**src/design/mic4_hist_mem.sv**
```systemverilog
// ----------------------------------------------------------------------------
// mic4_hist_mem
// sample history memory, one write and one registered read per cycle;
// entries never written read as zero
// ----------------------------------------------------------------------------
module mic4_hist_mem #(
  parameter int DEPTH  = 24,
  parameter int WIDTH  = 32,
  parameter int ADDR_W = 5
) (
  input  logic              clk_i,
  input  logic              rst_ni,
  input  logic              we_i,
  input  logic [ADDR_W-1:0] waddr_i,
  input  logic [WIDTH-1:0]  wdata_i,
  input  logic [ADDR_W-1:0] raddr_i,
  output logic [WIDTH-1:0]  rdata_o
);

  logic [WIDTH-1:0] mem_q [DEPTH];
  logic [DEPTH-1:0] vld_q;
  logic [WIDTH-1:0] rd_q;
  logic             rd_vld_q;

  always_ff @(posedge clk_i) begin
    if (we_i) begin
      mem_q[waddr_i] <= wdata_i;
    end
    rd_q <= mem_q[raddr_i];
  end

  always_ff @(posedge clk_i or negedge rst_ni) begin
    if (!rst_ni) begin
      vld_q    <= '0;
      rd_vld_q <= 1'b0;
    end else begin
      if (we_i) begin
        vld_q[waddr_i] <= 1'b1;
      end
      rd_vld_q <= vld_q[raddr_i];
    end
  end

  assign rdata_o = rd_vld_q ? rd_q : '0;

endmodule

```
**config.mk**
```make
export PLATFORM = sky130hd
export DESIGN_NAME = mic4_hist_mem
export DESIGN_NICKNAME = d
export VERILOG_FILES = /design/src/design/mic4_hist_mem.sv
export SDC_FILE = /design/constraint.sdc
export NUM_CORES = 1
export LEC_CHECK = 0
export ABC_AREA = 1
export BUFFER_PORTS_ARGS = -buffer_cell sky130_fd_sc_hd__buf_2
export CAP_MARGIN = 30
export CELL_PAD_IN_SITES_DETAIL_PLACEMENT = 1
export CELL_PAD_IN_SITES_GLOBAL_PLACEMENT = 1
export CORE_MARGIN = 3
export CORE_UTILIZATION = 27
export CTS_BUF_LIST = sky130_fd_sc_hd__clkbuf_4
export CTS_CLUSTER_DIAMETER = 30
export DETAILED_ROUTE_END_ITERATION = 6
export PLACE_DENSITY_LB_ADDON = 0.1
export SYNTH_ARGS = -nofsm -noshare
export SYNTH_HDL_FRONTEND = slang
export SYNTH_SLANG_ARGS = --single-unit
```
**constraint.sdc**
```tcl
create_clock -name clk_i -period 1.2 [get_ports clk_i]
set_clock_uncertainty 0.1 [all_clocks]
set_input_delay 0.36 -clock clk_i [delete_from_list [all_inputs] [get_ports clk_i]]
set_output_delay 0.36 -clock clk_i [all_outputs]
set_load 0.02 [all_outputs]
```
# Word-level counts from Yosys, hierarchy flattened
# Memory sizes are Yosys's and may differ from the RTL's. A register that Yosys moved wholly into a read port is not among the register bits.
# Index checks and enable logic that the tools add are counted.
dict set report word_totals {
  n_memories 1
  ram_bits 768
  wordCells 15
  inputBits 45
  ff_bits 25
}
# memory words width read_ports rd_clocked_by_memory_dff write_ports line_no
set memory_table {}
lappend memory_table {mem_q 24 32 1 1 1 20} ;# logic [WIDTH-1:0] mem_q [DEPTH];
dict set report classes {
  order_cmp 3
  muxes 7
  n_reduce_logical 1
  bitwise 1
}
# op n
set op_table {}
lappend op_table {{2-to-1 mux 32 bit} 1}
lappend op_table {{bitwise OR 24 bit} 1}
lappend op_table {{< comparator 5 x 6 -> 1 bit (second input constant)} 2}
lappend op_table {{binary-select mux 1 bit (select 5 bit)} 1}
lappend op_table {{demux 1 bit (select 5 bit)} 1}
lappend op_table {{>= comparator 5 x 1 -> 1 bit (second input constant)} 1}
lappend op_table {{2-to-1 mux 1 bit} 4}
lappend op_table {{logical AND 1 bit} 1}

# Logic depth before layout (Yosys ltp)
dict set report logic_depth {
  depth_word 5
  ltp_mapped 12
}

# Worst setup path after synthesis
# Ideal clock, no wire load.
dict set report synth_timing {
  path_kind {input-to-reg}
  from {in waddr_i[0]}
  to {mem mem_q[10][0], enable pin}
  arrival_time_ps 2093
  cell_stages 4
  setup_slack_ps -1414
  required_ps 679
  path_cell_list {inv_1 nand3_1 clkbuf_1 nor2_1}
}
# item line_no
set synth_rtl {}
lappend synth_rtl {{start, declared} 14} ;# input logic [ADDR_W-1:0] waddr_i,
lappend synth_rtl {{end, declared} 20}
# No word-level cell before the write port.

# Worst setup path in the final report
dict set report layout_timing {
  from {reg rd_vld_q}
  to {out rdata_o[20]}
}
dict set report layout_between {
  elab_chain_len 1
}
# item line_no
set layout_lines {}
lappend layout_lines {{start, declared} 23} ;# logic rd_vld_q;
lappend layout_lines {{start signal, assigned} 40} ;# rd_vld_q <= vld_q[raddr_i];
lappend layout_lines {{2-to-1 mux 32 bit} 44} ;# assign rdata_o = rd_vld_q ? rd_q : '0;
lappend layout_lines {{end, declared} 17} ;# output logic [WIDTH-1:0] rdata_o
# Every way passes these cells.

==> results.md <==
- Max-Cap Viols: 0
- Failing checks: setup timing
- Synth async-reset ratio: between 3 and 4%
- Cell variety after synth: 24
- Switching Power: 16400 µW
- Switching part of the total: about a quarter
- FMAX: roughly 0.38 GHz
- Status: finished with violations
- I/O pins: 77
- Final period util: 217%
- P_int: 49800 µW
- Via density per instance: approximately 4.5
- DP Area: roughly 0.040 mm²
- Area of the multi-input gates: 0.00829 mm²
- Post-Syn Instances: 3112
- Crit end category: output port
- Final Routed Wirelength: 122000 µm
- Placed instance count: between 4000 and 5000
- Sequential element share of the synthesized area: 70.8%
- CP most frequent cell: buf_12
- Crit path cell chain: buf_12 > buf_12 > nand2_1 > inv_1 > buf_6
- Worst path arrival time: about 2100 ps
- Clock Path Buffers: 4
- Comb pwr share: under 10%
- Largest stage delay on the critical path: around 440 ps
- Clk root buf: clkbuf_4
- Reg2reg path depth: 8
- CTS tree: yes
- Clock transition at path regs: roughly 60 ps
- Row count: 130
- Worst setup margin: -1400 ps
- FF-to-FF Start: mem_q[11][30]$_DFFE_PP_
- CP Launch Point: rd_vld_q$_DFF_PN0_
- Chip height: approximately 360 µm
- Nets@finish: ~3700
- Peak supply drop: ~850 µV
- Total GRT Usage: between 15 and 20%
- TritonRoute pass-1 iters: 5
- HPWL Detailed: around 74000 µm
- Vias in the first global route: 27000
- Seq cells post-synth: 825
- Routed wire per std cell: 22.3 µm
- Routed wl met2: 58800 µm
- Average cell area after synthesis: roughly 11 µm²
- First-pass GRT wire length: between 150000 and 200000 µm
- CP delay by family, top: buffers and inverters
- Fillers: 13900
- Tmin final: between 2000 and 3000 ps
- Unrepaired setup endpoints after global routing: yes
- GPL Wtd Cong: about 0.75
- Main flop type after synthesis: edfxtp_1
- Core area: between 0.1 and 0.15 mm²
- Normalized max-slew margin: 51.8%
- Initial drt markers: 1476
- Full die area: roughly 0.13 mm²
- Register area: roughly 0.024 mm²
- Worst-margin pin slew: between 700 and 800 ps
- Min-delay worst type: input port to register
- Endpoints failing setup: about 200
- Vias post-DR: between 20000 and 25000
- M1 WL: 57400 µm
- Synth warn: 0
- Slew Viols, Final: 0
- Final instance area: between 0.04 and 0.05 mm²
- Layout cells sized above 1: 25.9%
- Final hold slack: 108 ps
- Largest net degree at the start of global routing: 57
- Fin. Hold Viols: 0
- Post-Syn Area: between 0.03 and 0.04 mm²
- WP data required: ~740 ps
- Levels on crit path: 5
- Leak: around 0.018 µW
- GRT overflow: 0
- Highest metal used: met4
- CTS Buf Count: 275
- Setup_tns: -48200 ps
- Clk Latency, worst-skew pair: approximately 1200 ps
- Die width: around 360 µm
- Worst Setup EP: rdata_o[20]
- Post-route antenna net violation count: 0
- Met3 wire length: 4190 µm
- Crit path kind: register to output port
- Non-Filler Instances: around 5500
- Buffers & Inverters on Critical Path: 4
- Crit Path Max Fanout: 8
- Power share of the clock group: between 40% and 50%
- PortBufs: 76
- Seq pwr share: approximately 49%
- CTS Sinks: 825
- Cell Pwr Density: approximately 1500 mW/mm²
- Syn_nets: around 3200
- Critical R2R Capture: rd_q[30]$_DFF_P_
- Initial Utilization: between 20% and 30%
- Critical path's slowest cell: dfrtp_2
- H-tree Lvls: 5
- Reg-to-reg slack, setup: -20 ps
- Initial antenna violation count: 4
- Syn-to-layout area delta: 31.7%
- DRC Markers: 0
- Worst setup SP type: register
- EDFF count, synth: roughly 770
[cell families after synthesis]
logic type             count (synthesis)  synth area share (%)
AOI/OAI and AO/OA                    220                  3.67
buffers and inverters                615                  7.97
DFF                                  825                  70.8
and+or+nand+nor                     1452                  17.5
[cell type report]
cell class                      instances  share of cell area, %
Clock buffer                          386                   6.41
Antenna cell                            4                 0.0221
Clock inverter                         74                  0.908
Inverter                              445                   3.84
Multi-Input combinational cell       1672                   18.3
Timing Repair Buffer                  428                   12.1
Tap cell                             1650                   4.57
Sequential cell                       825                   53.8
[routing by layer]
metal	vias to the layer above	track usage, %
li1	11600	-
met1	12700	24.7
met2	461	30.3
met3	167	3.35
met4	0	5.06
met5	-	0
[power groups by stage]
stage                     Combinational, µW  Clock (µW)  Sequential, µW
after floorplan                        2410           0           32600
after global placement                 5060           0           32700
after detailed placement               5110           0           32700
after CTS                              5640       29400           32200
after global routing                   6390       31100           32200
final                                  5850       28200           32200
[layout by cell type, fill, tap and decap left out, types with 95 or more instances in the layout]
cell,instances
buf_12,136
buf_4,118
clkbuf_4,387
edfxtp_1,768
inv_1,413
nand2_1,732
nand3_1,337
nand3_2,95
nor2_1,192
o21ai_0,120
[worst min path at each step]
stage	endpoint	start	slack, ps	cells after the start
4_1_cts	mem_q[17][12]$_DFFE_PP_	wdata_i[12]	20	2
5_1_grt	mem_q[8][23]$_DFFE_PP_	wdata_i[23]	20	2
2_1_floorplan	rd_vld_q$_DFF_PN0_	rst_ni	-40	0
3_3_place_gp	vld_q[8]$_DFFE_PN0P_	rst_ni	280	2
6_report	mem_q[16][23]$_DFFE_PP_	wdata_i[23]	110	2
3_5_place_dp	vld_q[8]$_DFFE_PN0P_	rst_ni	290	2
[Yosys cell counts (21+ instances only)]
cell type / number / area [µm²]
buf_2: 67 / 335
buf_6: 36 / 405
clkbuf_1: 34 / 128
dfrtp_1: 25 / 626
dfxtp_1: 32 / 641
edfxtp_1: 768 / 23100
inv_1: 441 / 1660
nand2_1: 788 / 2960
nand3_1: 441 / 2210
nor2_1: 218 / 818
o211ai_1: 64 / 480
o21ai_0: 131 / 656
o21ai_1: 21 / 105
[registers in the layout, indices dropped and copies added, names as in the netlist]
register and count:
rd_q 32, mem_q 768, rd_vld_q 1, vld_q 24
[metrics by stage]
| stage | power, µW | util [%] | setup slack (ps) |
|---|---|---|---|
| floorplan | 35000 | - | -846 |
| global placement | 37800 | 31.6 | -730 |
| detailed placement | 37800 | 31.6 | -725 |
| CTS | 67200 | 35.2 | -1600 |
| global route | 69700 | 35.9 | -1590 |
| finish | 66200 | 35.9 | -1400 |
[timing repair]
item,CTS,global route
hold buffers,80,0
endpoints found under the setup margin,48,222
gates cloned,1,10
pin swaps,28,108
endpoints found under the hold margin,1616,0
setup buffers,1,8
gates resized for setup,136,156
Note: power is estimated with default switching activity, not from simulation.
