==> config.mk <==
export PLATFORM = sky130hd
export DESIGN_NAME = mic4_mac
export DESIGN_NICKNAME = d
export VERILOG_FILES = /design/src/design/mic4_pkg.sv /design/src/design/mic4_mac.sv
export SDC_FILE = /design/constraint.sdc
export NUM_CORES = 2
export LEC_CHECK = 0
export BUFFER_PORTS_ARGS = -buffer_cell sky130_fd_sc_hd__buf_4
export CAP_MARGIN = 20
export CORE_UTILIZATION = 53
export DETAILED_ROUTE_END_ITERATION = 16
export PLACE_DENSITY = 0.79
export SLEW_MARGIN = 0
export SYNTH_ARGS = -nofsm -noshare
export SYNTH_HDL_FRONTEND = slang
export SYNTH_SLANG_ARGS = --single-unit
==> constraint.sdc <==
create_clock -name clk_i -period 9.77 [get_ports clk_i]
set_input_delay 1.954 -clock clk_i [delete_from_list [all_inputs] [get_ports clk_i]]
set_output_delay 1.954 -clock clk_i [all_outputs]
set_load 0.005 [all_outputs]
==> src/design/mic4_pkg.sv <==
// ----------------------------------------------------------------------------
// mic4_pkg
// shared types and constants of the multichannel fourth-order iir filter
// ----------------------------------------------------------------------------
package mic4_pkg;

  localparam int COEF_W         = 32;
  localparam int COEF_FRAC      = 28;
  localparam int NUM_REGS       = 8;
  localparam int REG_IDX_W      = 3;
  localparam int CH_FIELD_W     = 3;
  localparam int SAMPLE_FIELD_W = 32;

  // register indexes
  localparam logic [REG_IDX_W-1:0] REG_B0 = 3'd0;
  localparam logic [REG_IDX_W-1:0] REG_A1 = 3'd4;

  // numerator taps b1..b3, denominator taps a1..a4
  localparam int NUM_B_TAPS = 3;
  localparam int NUM_A_TAPS = 4;

  typedef logic signed [COEF_W-1:0] coef_t;

  localparam coef_t COEF_RESET [NUM_REGS] = '{
    32'sd0,
    32'sd6798828,
    -32'sd13598466,
    32'sd6799629,
    -32'sd984038662,
    32'sd1350539588,
    -32'sd822380612,
    32'sd187447739
  };

  // multiplier operand source
  typedef enum logic [1:0] {
    SRC_X,
    SRC_XH,
    SRC_YH
  } mul_src_e;

  typedef struct packed {
    logic     clear;
    logic     mul_en;
    mul_src_e src;
  } mac_ctl_t;

endpackage

==> src/design/mic4_mac.sv <==
// ----------------------------------------------------------------------------
// mic4_mac
// shared multiplier, wide accumulator and output truncation with saturation
// ----------------------------------------------------------------------------
module mic4_mac #(
  parameter int SAMPLE_BITS = 32,
  parameter int ORDER       = 4
) (
  input  logic                          clk_i,
  input  logic                          rst_ni,
  input  mic4_pkg::mac_ctl_t            ctl_i,
  input  mic4_pkg::coef_t               coef_i,
  input  logic signed [SAMPLE_BITS-1:0] x_i,
  input  logic signed [SAMPLE_BITS-1:0] xh_i,
  input  logic signed [SAMPLE_BITS-1:0] yh_i,
  output logic signed [SAMPLE_BITS-1:0] y_o
);
  import mic4_pkg::*;

  localparam int PROD_W = COEF_W + SAMPLE_BITS;
  localparam int SUM_W  = PROD_W + $clog2(2 * ORDER + 1) + 1;

  localparam logic signed [SUM_W-1:0] YMAX =
    {{(SUM_W - SAMPLE_BITS + 1){1'b0}}, {(SAMPLE_BITS - 1){1'b1}}};
  localparam logic signed [SUM_W-1:0] YMIN = ~YMAX;

  logic signed [SAMPLE_BITS-1:0] opnd;
  logic signed [PROD_W-1:0]      prod_d;
  logic signed [PROD_W-1:0]      prod_q;
  logic                          prod_vld_q;
  logic                          prod_neg_q;
  logic signed [SUM_W-1:0]       prod_ext;
  logic signed [SUM_W-1:0]       acc_d;
  logic signed [SUM_W-1:0]       acc_q;
  logic signed [SUM_W-1:0]       acc_sh;

  always_comb begin
    case (ctl_i.src)
      SRC_X:   opnd = x_i;
      SRC_XH:  opnd = xh_i;
      SRC_YH:  opnd = yh_i;
      default: opnd = '0;
    endcase
  end

  assign prod_d = coef_i * opnd;

  always_ff @(posedge clk_i or negedge rst_ni) begin
    if (!rst_ni) begin
      prod_vld_q <= 1'b0;
    end else begin
      prod_vld_q <= ctl_i.mul_en;
    end
  end

  always_ff @(posedge clk_i) begin
    prod_q     <= prod_d;
    prod_neg_q <= (ctl_i.src == SRC_YH);
    acc_q      <= acc_d;
  end

  assign prod_ext = {{(SUM_W - PROD_W){prod_q[PROD_W-1]}}, prod_q};

  always_comb begin
    if (ctl_i.clear) begin
      acc_d = '0;
    end else if (prod_vld_q) begin
      acc_d = prod_neg_q ? (acc_q - prod_ext) : (acc_q + prod_ext);
    end else begin
      acc_d = acc_q;
    end
  end

  // floor to q15.16, then clamp
  assign acc_sh = acc_q >>> COEF_FRAC;

  always_comb begin
    if (acc_sh > YMAX) begin
      y_o = YMAX[SAMPLE_BITS-1:0];
    end else if (acc_sh < YMIN) begin
      y_o = YMIN[SAMPLE_BITS-1:0];
    end else begin
      y_o = acc_sh[SAMPLE_BITS-1:0];
    end
  end

`ifndef SYNTH
  a_clear_idle: assert property (@(posedge clk_i) disable iff (!rst_ni)
    ctl_i.clear |-> !prod_vld_q)
    else $error("accumulator cleared while a product is pending");
`endif

endmodule

* Word-level counts from Yosys, hierarchy flattened *
Cells that the tools add are included.

storage, ports and cells
  output and inout port bits = 32
  bits in registers = 135
  logic and storage cells = 16

operators by class
  reductions and logical operators = 1
  multiplexer cells = 4
  magnitude comparators = 2
  $add $sub $neg = 2
  $mul = 1
  equality and inequality tests = 2

operators by type and width
  cell                  number
  $pmux 32 s3           1
  $add 69x64->69        1
  $mux 69               1
  $sub 69x64->69        1
  $mul 32x32->64        1
  $mux 32               2
  $gt 41x32->1 const B  1
  $lt 41x32->1 const B  1
  $eq 2x1->1 const B    1
  $eq 2x2->1 const B    1
  $logic_not 2->1       1

* Logic depth before layout (Yosys ltp) *
  depth after elaboration = 3
  depth in mapped cells = 35

* Least setup slack after synthesis *
Ideal clock, no wire load.

  path kind = input-to-reg
  start = in ctl_i[0] (netlist name)
  end = reg prod_q[63]
  data arrival time = 10,361 ps
  data required time = 9,691 ps
  setup time = 79 ps
  stages on the path = 33
  path slack = -670 ps
  cell sequence = clkbuf_1 -> buf_1 -> mux2i_1 -> o21ai_0 -> clkbuf_1 -> nand2_1 -> inv_1 -> fa_1 -> inv_1 -> fa_1 -> inv_1 -> fa_1 -> fa_1 -> inv_1 -> fa_1 -> inv_1 -> fa_1 -> inv_1 -> fa_1 -> inv_1 -> fa_1 -> ha_1 -> buf_4 -> a21o_1 -> a21o_1 -> a21o_1 -> a21o_1 -> a21o_1 -> a21o_1 -> a21o_1 -> a311oi_1 -> a21oi_1 -> o211ai_1

between the ends
  cells in the longest elaborated chain, start to end = 3
  elaborated cells on any way between the ends = 5
  classes of those cells = mul (1); eq/ne (2); mux (1); reduce/logical (1)

ends and longest elaborated chain
  element                             line            text
  start: declaration                  mic4_mac.sv:11  input mic4_pkg::mac_ctl_t ctl_i,
  $eq 2x2->1 (tied with other cells)  mic4_mac.sv:38  case (ctl_i.src)
  $pmux 32 s3 *                       mic4_mac.sv:38
  $mul 32x32->64 *                    mic4_mac.sv:46  assign prod_d = coef_i * opnd;
  via prod_d[63]                      mic4_mac.sv:28  logic signed [PROD_W-1:0] prod_d;
  end signal: assignment              mic4_mac.sv:57  prod_q <= prod_d;
  end: declaration                    mic4_mac.sv:29  logic signed [PROD_W-1:0] prod_q;

The timed path passes the listed nets; every way through them passes the cells marked *.
A chain may end at the register's enable or synchronous reset.

* Final worst setup path *
  start = in ctl_i[1] (netlist name)
  end = reg prod_q[61]

Same word-level chain as after synthesis.

==> flow_summary.json <==
{
  "final_layout_size_suffix_gt1_frac": 0.1063,
  "setup_tns_ns": 0,
  "place_inst": 6429,
  "fp.dieArea_um2": 88140,
  "initial_core_util": 0.5379,
  "coreArea_um2": 85680,
  "ys_types": 89,
  "min_path_type": "flop to flop",
  "die_w_um": 296.9,
  "final_area_um2": 50910,
  "hold_viol_final": 0,
  "tightestPinTransition_ns": 0.8155,
  "drt_iter0_markers": 2467,
  "avgSynthCellArea_um2": 8.995,
  "cts_made_buffers": 17,
  "root_buffer": "clkbuf_16",
  "syn_area_um2": 46090,
  "worst_setup_path_start_kind": "input pin",
  "fin_nets": 6781,
  "clock_latency_ns": 0.44,
  "dr.pass1.iters": 5,
  "syn_nets": 6594,
  "synth_seq_cells": 135,
  "slowest_stage": "fa_1",
  "cts_sinks": 135,
  "vias_per_cell": 5.529,
  "synthCells": 5124,
  "hold_depth": 2,
  "post-place-ws_ns": -0.3559,
  "dpl_cell_area_um2": 50140,
  "yosys_warnings": 0,
  "num_rows": 107,
  "slowest_delay_ns": 0.54,
  "route.detailed.drc": 0,
  "r2r-start": "prod_q[18]",
  "clockBufferDepth": 2,
  "antenna_found_initial": 0,
  "fin_crit_ns": 9.500,
  "async_reset_ff_frac": 0.007407,
  "critPathArrivalTime_ns": 9.87,
  "routabilityCongestion": 0.9458,
  "ys.flop_type": "dfxtp_1",
  "rsz0062_at_grt": "yes",
  "cap_violations": 0,
  "final_cell_mix": "fa_1, inv_1, nand2_1, and2_1, buf_4",
  "postCtsHoldBufs": 0,
  "cts.clk_slew.worst_paths_ns": 0.06,
  "finalCritPeriodShare": 0.9724,
  "die_h_um": 296.9,
  "grt.total_usage": 0.2854,
  "n_antenna_cell": 0,
  "finClkSkew_ns": 0.01600,
  "critPathRequiredTime_ns": 10.14,
  "grt_pass1_wl_mm": 202.0,
  "overflow": 0,
  "grt_pass1_vias": 39010,
  "critPathMostFrequentCell": "fa_1",
  "dpl.hpwl_mm": 103.6,
  "layout_commonest_cell": "fa_1",
  "routedWlPerCell_um": 18.94,
  "grt_max_degree": 69,
  "area_delta_synth_final_pct": 10.45,
  "vias": 35760,
  "slew_violations": 0,
  "path_class": "input pin to flop",
  "endpoint_kind": "flop",
  "cts_max_level": 4,
  "drt-total-wl_mm": 122.5,
  "cts_tree": "done",
  "synth-edff-count": 0,
  "setup_viol": 0,
  "stdcell_count": 6468,
  "fmax_ghz": 0.1053,
  "reg2reg_depth": 20,
  "status": "completed",
  "io-pin-count": 166,
  "drtAntennaViolNets": 0,
  "maxSlewHeadroom": 0.4543,
  "portBuffers": 165,
  "timing.final.ws_setup_ns": 0.2699,
  "seq_area_frac_synth": 0.05875,
  "startpoint": "ctl_i[1]",
  "crit_path_max_fanout": 13,
  "hp-start": "acc_q[0]"
}
cell usage after synthesis, drive strengths merged, types with 44 or more instances:
library cell / instances / area share
a21o: 59 / 0.0097
a21oi: 169 / 0.018
and2: 514 / 0.070
clkbuf: 253 / 0.021
dfxtp: 134 / 0.058
fa: 1083 / 0.47
ha: 253 / 0.069
inv: 1004 / 0.082
mux2i: 84 / 0.018
nand2: 641 / 0.052
nor2: 195 / 0.016
o21a: 52 / 0.0085
o21ai: 120 / 0.013
xnor2: 149 / 0.028
xor2: 44 / 0.0084
what timing repair did:
item | 4_1_cts | 5_1_grt
resized for setup | 0 | 32
endpoints found under the setup margin | 0 | 15
buffers inserted | 0 | 7
kinds of logic after synthesis:
group | Yosys count | synth area share
AO/OA/AOI/OAI | 568 | 0.07946
adder cells (fa/ha/maj) | 1336 | 0.5391
XOR/XNOR | 193 | 0.03668
buffers and inverters | 1271 | 0.1043
flip-flops | 135 | 0.05875
multiplexers | 84 | 0.01824
AND/OR/NAND/NOR | 1537 | 0.1635
critical path, delay by kind of cell:
kind	cells	cell delay (ns)
buffers and inverters	8	1.04
AOI/OAI and AO/OA	9	1.97
adders and majority gates	9	3.99
xor gates and xnor gates	1	0.16
and+or+nand+nor	4	0.73
state kept, by name, indices dropped and copies added, names as in the netlist:
| name | cells |
|---|---|
| prod_vld_q | 1 |
| acc_q | 69 |
| prod_q | 64 |
| prod_neg_q | 1 |
worst paths after layout:
kind / endpoint / slack [ns]
worst max register to register: acc_q[68] / 3.88
worst min-delay path: acc_q[0] / 0.49
worst min register to register: acc_q[0] / 0.49
min in group asynchronous: prod_vld_q / 1.28
worst max-delay path: prod_q[61] / 0.27
max in group asynchronous: prod_vld_q / 8.40
final cells by class:
class                      count  area [µm²]
multi-input combinational   3718       38870
fill                        7211       34780
inverter                    1005        3776
timing repair buffer         434        3560
sequential                   135        2713
tap                         1144        1431
clock buffer                  19       442.9
clock inverter                13       111.4
layer usage:
layer	part of all wire	wire, µm	vias to the layer above	GRT usage
li1	-	-	15870	-
met1	0.40	49260	18160	0.3745
met2	0.49	60170	1408	0.4831
met3	0.070	8615	329	0.04001
met4	0.036	4456	0	0.1020
met5	0	0	-	0
stage by stage:
step | util | hold WS [ns]
after floorplan | - | 0.4431
after global placement | 0.5852 | 0.4621
after detailed placement | 0.5852 | 0.4803
after CTS | 0.5916 | 0.4868
after global routing | 0.5941 | 0.5186
final | 0.5941 | 0.4893
Power is left out: the tool's default activity adds up to more than one toggle a clock period on the data nets, which glitch-free logic cannot reach.
